File: config.mk
export PLATFORM = sky130hd
export DESIGN_NAME = wos_ctrl
export DESIGN_NICKNAME = d
export VERILOG_FILES = /design/src/wos_pkg.sv /design/src/wos_ctrl.sv
export SDC_FILE = /design/constraint.sdc
export NUM_CORES = 1
export LEC_CHECK = 0
export BUFFER_PORTS_ARGS = -buffer_cell sky130_fd_sc_hd__clkbuf_2
export CORE_AREA = 5 5 42 44
export CTS_CLUSTER_DIAMETER = 200
export DETAILED_ROUTE_END_ITERATION = 10
export DIE_AREA = 0 0 47 49
export PLACE_DENSITY = 0.63
export SKIP_CTS_REPAIR_TIMING = 1
export SLEW_MARGIN = 20
export SYNTH_ARGS = -nofsm -noshare
export SYNTH_HDL_FRONTEND = slang
export SYNTH_SLANG_ARGS = --single-unit
File: constraint.sdc
create_clock -name clk -period 3.3 [get_ports clk]
set_clock_uncertainty 0.2 [all_clocks]
set_input_delay 0.495 -clock clk [delete_from_list [all_inputs] [get_ports clk]]
set_output_delay 0.495 -clock clk [all_outputs]
set_load 0.02 [all_outputs]
File: src/wos_pkg.sv
package wos_pkg;

	localparam int Depth = 256;
	localparam int SampleWidth = 32;
	localparam int AddrWidth = $clog2(Depth);
	localparam int CountWidth = $clog2(Depth + 1);
	localparam int WideWidth = SampleWidth + 1;

	localparam logic OP_INSERT = 1'b0;
	localparam logic OP_REMOVE = 1'b1;

	localparam logic [1:0] ST_DONE = 2'd0;
	localparam logic [1:0] ST_FULL = 2'd1;
	localparam logic [1:0] ST_MISSING = 2'd2;

	typedef enum logic [3:0] {
		S_IDLE,
		S_SEARCH,
		S_SHIFT,
		S_WRITE,
		S_MODE,
		S_PICK,
		S_FINAL,
		S_OUT
	} wos_state_t;

	// Commands from controller to datapath
	typedef struct packed {
		logic load;
		logic search_start;
		logic search_step;
		logic shift_step;
		logic write_new;
		logic commit;
		logic mode_start;
		logic mode_step;
		logic pick_step;
		logic finish;
	} wos_cmd_t;

	// Status from datapath to controller
	typedef struct packed {
		logic is_remove;
		logic full;
		logic search_done;
		logic found;
		logic shift_done;
		logic mode_done;
		logic pick_done;
	} wos_stat_t;

endpackage

File: src/wos_ctrl.sv
module wos_ctrl import wos_pkg::*; (
	input  logic      clk,
	input  logic      arst_n,
	input  logic      in_valid,
	output logic      in_ready,
	output logic      out_valid,
	input  logic      out_ready,
	input  wos_stat_t stat,
	output wos_cmd_t  cmd
);
	wos_state_t state_q, state_d;

	always_ff @(posedge clk or negedge arst_n) begin
		if (!arst_n) state_q <= S_IDLE;
		else state_q <= state_d;
	end

	// Next state and commands
	always_comb begin
		state_d = state_q;
		cmd = '0;
		in_ready = 1'b0;
		out_valid = 1'b0;
		case (state_q)
			S_IDLE: begin
				in_ready = 1'b1;
				if (in_valid) begin
					cmd.load = 1'b1;
					state_d = S_SEARCH;
				end
			end
			S_SEARCH: begin
				// first cycle only reaches here after load
				if (!stat.is_remove && stat.full) begin
					state_d = S_MODE;
					cmd.mode_start = 1'b1;
				end else begin
					cmd.search_start = 1'b1;
					state_d = S_SHIFT;
				end
			end
			S_SHIFT: begin
				if (!stat.search_done) begin
					cmd.search_step = 1'b1;
				end else begin
					cmd.search_step = 1'b1;
					if (stat.is_remove && !stat.found) begin
						cmd.search_step = 1'b0;
						cmd.mode_start = 1'b1;
						state_d = S_MODE;
					end else begin
						state_d = S_WRITE;
					end
				end
			end
			S_WRITE: begin
				if (!stat.shift_done) begin
					cmd.shift_step = 1'b1;
				end else begin
					if (!stat.is_remove) cmd.write_new = 1'b1;
					cmd.commit = 1'b1;
					state_d = S_PICK;
				end
			end
			S_PICK: begin
				cmd.mode_start = 1'b1;
				state_d = S_MODE;
			end
			S_MODE: begin
				cmd.mode_step = 1'b1;
				if (stat.mode_done) state_d = S_FINAL;
			end
			S_FINAL: begin
				cmd.pick_step = 1'b1;
				if (stat.pick_done) begin
					cmd.pick_step = 1'b0;
					cmd.finish = 1'b1;
					state_d = S_OUT;
				end
			end
			S_OUT: begin
				out_valid = 1'b1;
				if (out_ready) state_d = S_IDLE;
			end
			default: state_d = S_IDLE;
		endcase
	end

	a_onecmd: assert property (@(posedge clk) disable iff (!arst_n)
		$onehot0({cmd.load, cmd.commit, cmd.finish})) else $error("command clash");
	a_outhold: assert property (@(posedge clk) disable iff (!arst_n)
		cmd.finish |=> out_valid) else $error("result not presented");
	a_noin: assert property (@(posedge clk) disable iff (!arst_n)
		out_valid |-> !in_ready) else $error("accept while result pending");
endmodule

==> out/metrics.yaml <==
rsz0062_at_grt: "false"
grt-ovfl-total: 0
antenna_cells: 0
drv_cap: 0
yosys.area.top_type: "dfrtp_1"
dr.first_iter.drc_count: 5
largest_reg_flops: 3
worst_slew_pin_slew_ns: 0.536
cts_tree: "built"
routed.top_layer: "met4"
start_util_pct: 26.3
cp-start-kind: "register"
async_reset_ff_share_pct: 100
max-slew-margin-rel_pct: 64.3
avgSynthCellArea_um2: 7.21
total_leakage_power_nw: 0.263
arrival_ns: 1.55
clock_latency_ns: 0.24
io_buffers: 22
drt-met1-wl_um: 441
post-route-period-util_pct: 68.1
post-place-ws_ns: 1.20
r2r-start: "state_q[2]"
max_freq_mhz: 445
synthSimpleGateAreaFrac_pct: 35.7
cts_root_buf: "clkbuf_4"
min_to: "state_q[0]"
rrSetupSlack_ns: 1.47
layout-drive-gt1-share_pct: 35.1
total_power_mw: 0.476
antenna_found_initial: 0
core-area_mm2: 0.00140
syn2layout_area_growth_pct: 38.1
wl_per_cell_um: 10.9
outcome: "completed"
drt_pass1_iterations: 4
row_count: 14
dp_hpwl_um: 755
synth-xor-area-share_pct: 0
place_area_um2: 472
ys_seq_area_share_pct: 20.4
viasPerCell: 4.76
hold_violations: 0
cp_max_fo: 14
largestRegisters: "state_q x3"
vias: 428
synth_cell_types: 28
grt_pass1_vias: 337
crit_type: "register to output pin"
routed_wl_um: 981
grt_max_degree: 19
clkTransAtPathRegs_ns: 0.04
yosysTopAreaCellShare_pct: 20.4
die_h_um: 49
tns_ns: 0
numCtsBuffers: 3
r2r_end: "state_q[1]"
peakVddDrop_v: 0.000393
synth_common_cells: "nand2_1 (5), nor2_1 (5)"
holdCritStartpoint: "out_ready"
top_register: "state_q"
route.met3.wl_um: 86
cts_buffer_depth: 2
synthMuxAreaShare_pct: 6.80
maxSlewViolCount: 0
synth_edf_count: 0
die_w_um: 47
syn-cell-area_um2: 368
reg2reg_depth: 4
yosys-top-cells-area: "dfrtp_1 (20%), nand2_1 (5.1%), nor2_1 (5.1%)"
grt_usage_pct: 8.60
ios: 23
design.die.area_mm2: 0.00230
synth.ff_latch_count: 3
cts.sink_count: 3
hold_path.class: "primary input to register"
synth_top_flop_cell: "dfrtp_1"
p_per_area_mw_per_mm2: 937
synth_top_family_by_area: "simple AND/OR/NAND/NOR gates"
setup_ws_ns: 1.05
min_period_ns: 2.25
drtAntennaViolNets: 0
whs_path_depth: 4
dr_wl_met2_um: 436
synthCells: 51
fillers: 161
gp_congestion: 0.793
fin_util_pct: 36.3
drc_errors: 0
htree_levels: 1
finalNetCount: 86
critPathRequiredTime_ns: 2.60
grt_pass1_wl_um: 1450
fin_area_um2: 508
ys_warn_count: 0
synth_compound_area_share_pct: 26.9
finalSetupViolations: 0
synth_fa_ha_area_share_pct: 0
worst_setup_path_end_kind: "output pin"
syn_nets: 62
per-layer routing:
layer / vias up / global-route usage [%]
met1: 182 / 12.6
met5: - / 0
li1: 228 / -
met4: 0 / 6.91
met3: 2 / 1.11
met2: 16 / 10.6
layout by cell type (no fill, tap or decap), drive strengths merged:
master,count
o22a,1
nand2,5
nor2b,2
o21ai,3
a21oi,3
o32ai,1
nor3,3
nor2,5
o32a,1
mux2i,1
mux2,1
o311ai,1
nand2b,2
dfrtp,3
clkbuf,26
inv,3
nand3,1
or3,1
o31a,1
and2b,2
or2b,1
a211oi,2
and2,1
o2bb2ai,1
dlygate4sd3,1
nor3b,1
and3,1
worst max-delay path by stage:
stage	endpoint	startpoint	depth (start not counted)	slack [ns]
floorplan	cmd[5]	state_q[2]	4	1.04
global placement	cmd[8]	stat[6]	5	1.23
detailed placement	cmd[8]	stat[6]	5	1.20
CTS	cmd[5]	state_q[0]	4	1.03
global route	cmd[5]	state_q[0]	4	0.87
finish	cmd[5]	state_q[0]	4	1.05
power by group:
part / leakage, nW / switching (mW) / internal [mW] / total, mW
Clock: 0.0150 / 0.0207 / 0.0454 / 0.0661
Sequential: 0.0349 / 0.0723 / 0.0569 / 0.129
Combinational: 0.213 / 0.157 / 0.124 / 0.281
Total: 0.263 / 0.250 / 0.226 / 0.476
stage by stage:
stage | cells | hold slack, ns
after floorplan | 51 | -0.000591
after global placement | 85 | 0.0935
after detailed placement | 85 | 0.0933
after CTS | 89 | -0.157
after global routing | 90 | 0.406
final | 90 | 0.373
layout make-up:
cell class	instances	area, um2	share of cell area, %
sequential	3	75.1	14.8
multi-input combinational	41	255	50.2
inverter	3	11.3	2.22
tap	16	20.0	3.94
timing repair buffer	23	120	23.6
clock buffer	4	26.3	5.17
kinds of logic after synthesis:
family                 after synthesis
multiplexers                         2
AND/OR/NAND/NOR                     25
buffers and inverters                7
AO/OA/AOI/OAI                       14
flip-flops                           3
critical path: stages, from the launching register on:
cell and delay, ns:
dfrtp_1 0.58, nand2_1 0.16, nor3b_1 0.27, and2b_1 0.15, clkbuf_2 0.16
(Power assumes the default switching activity.)
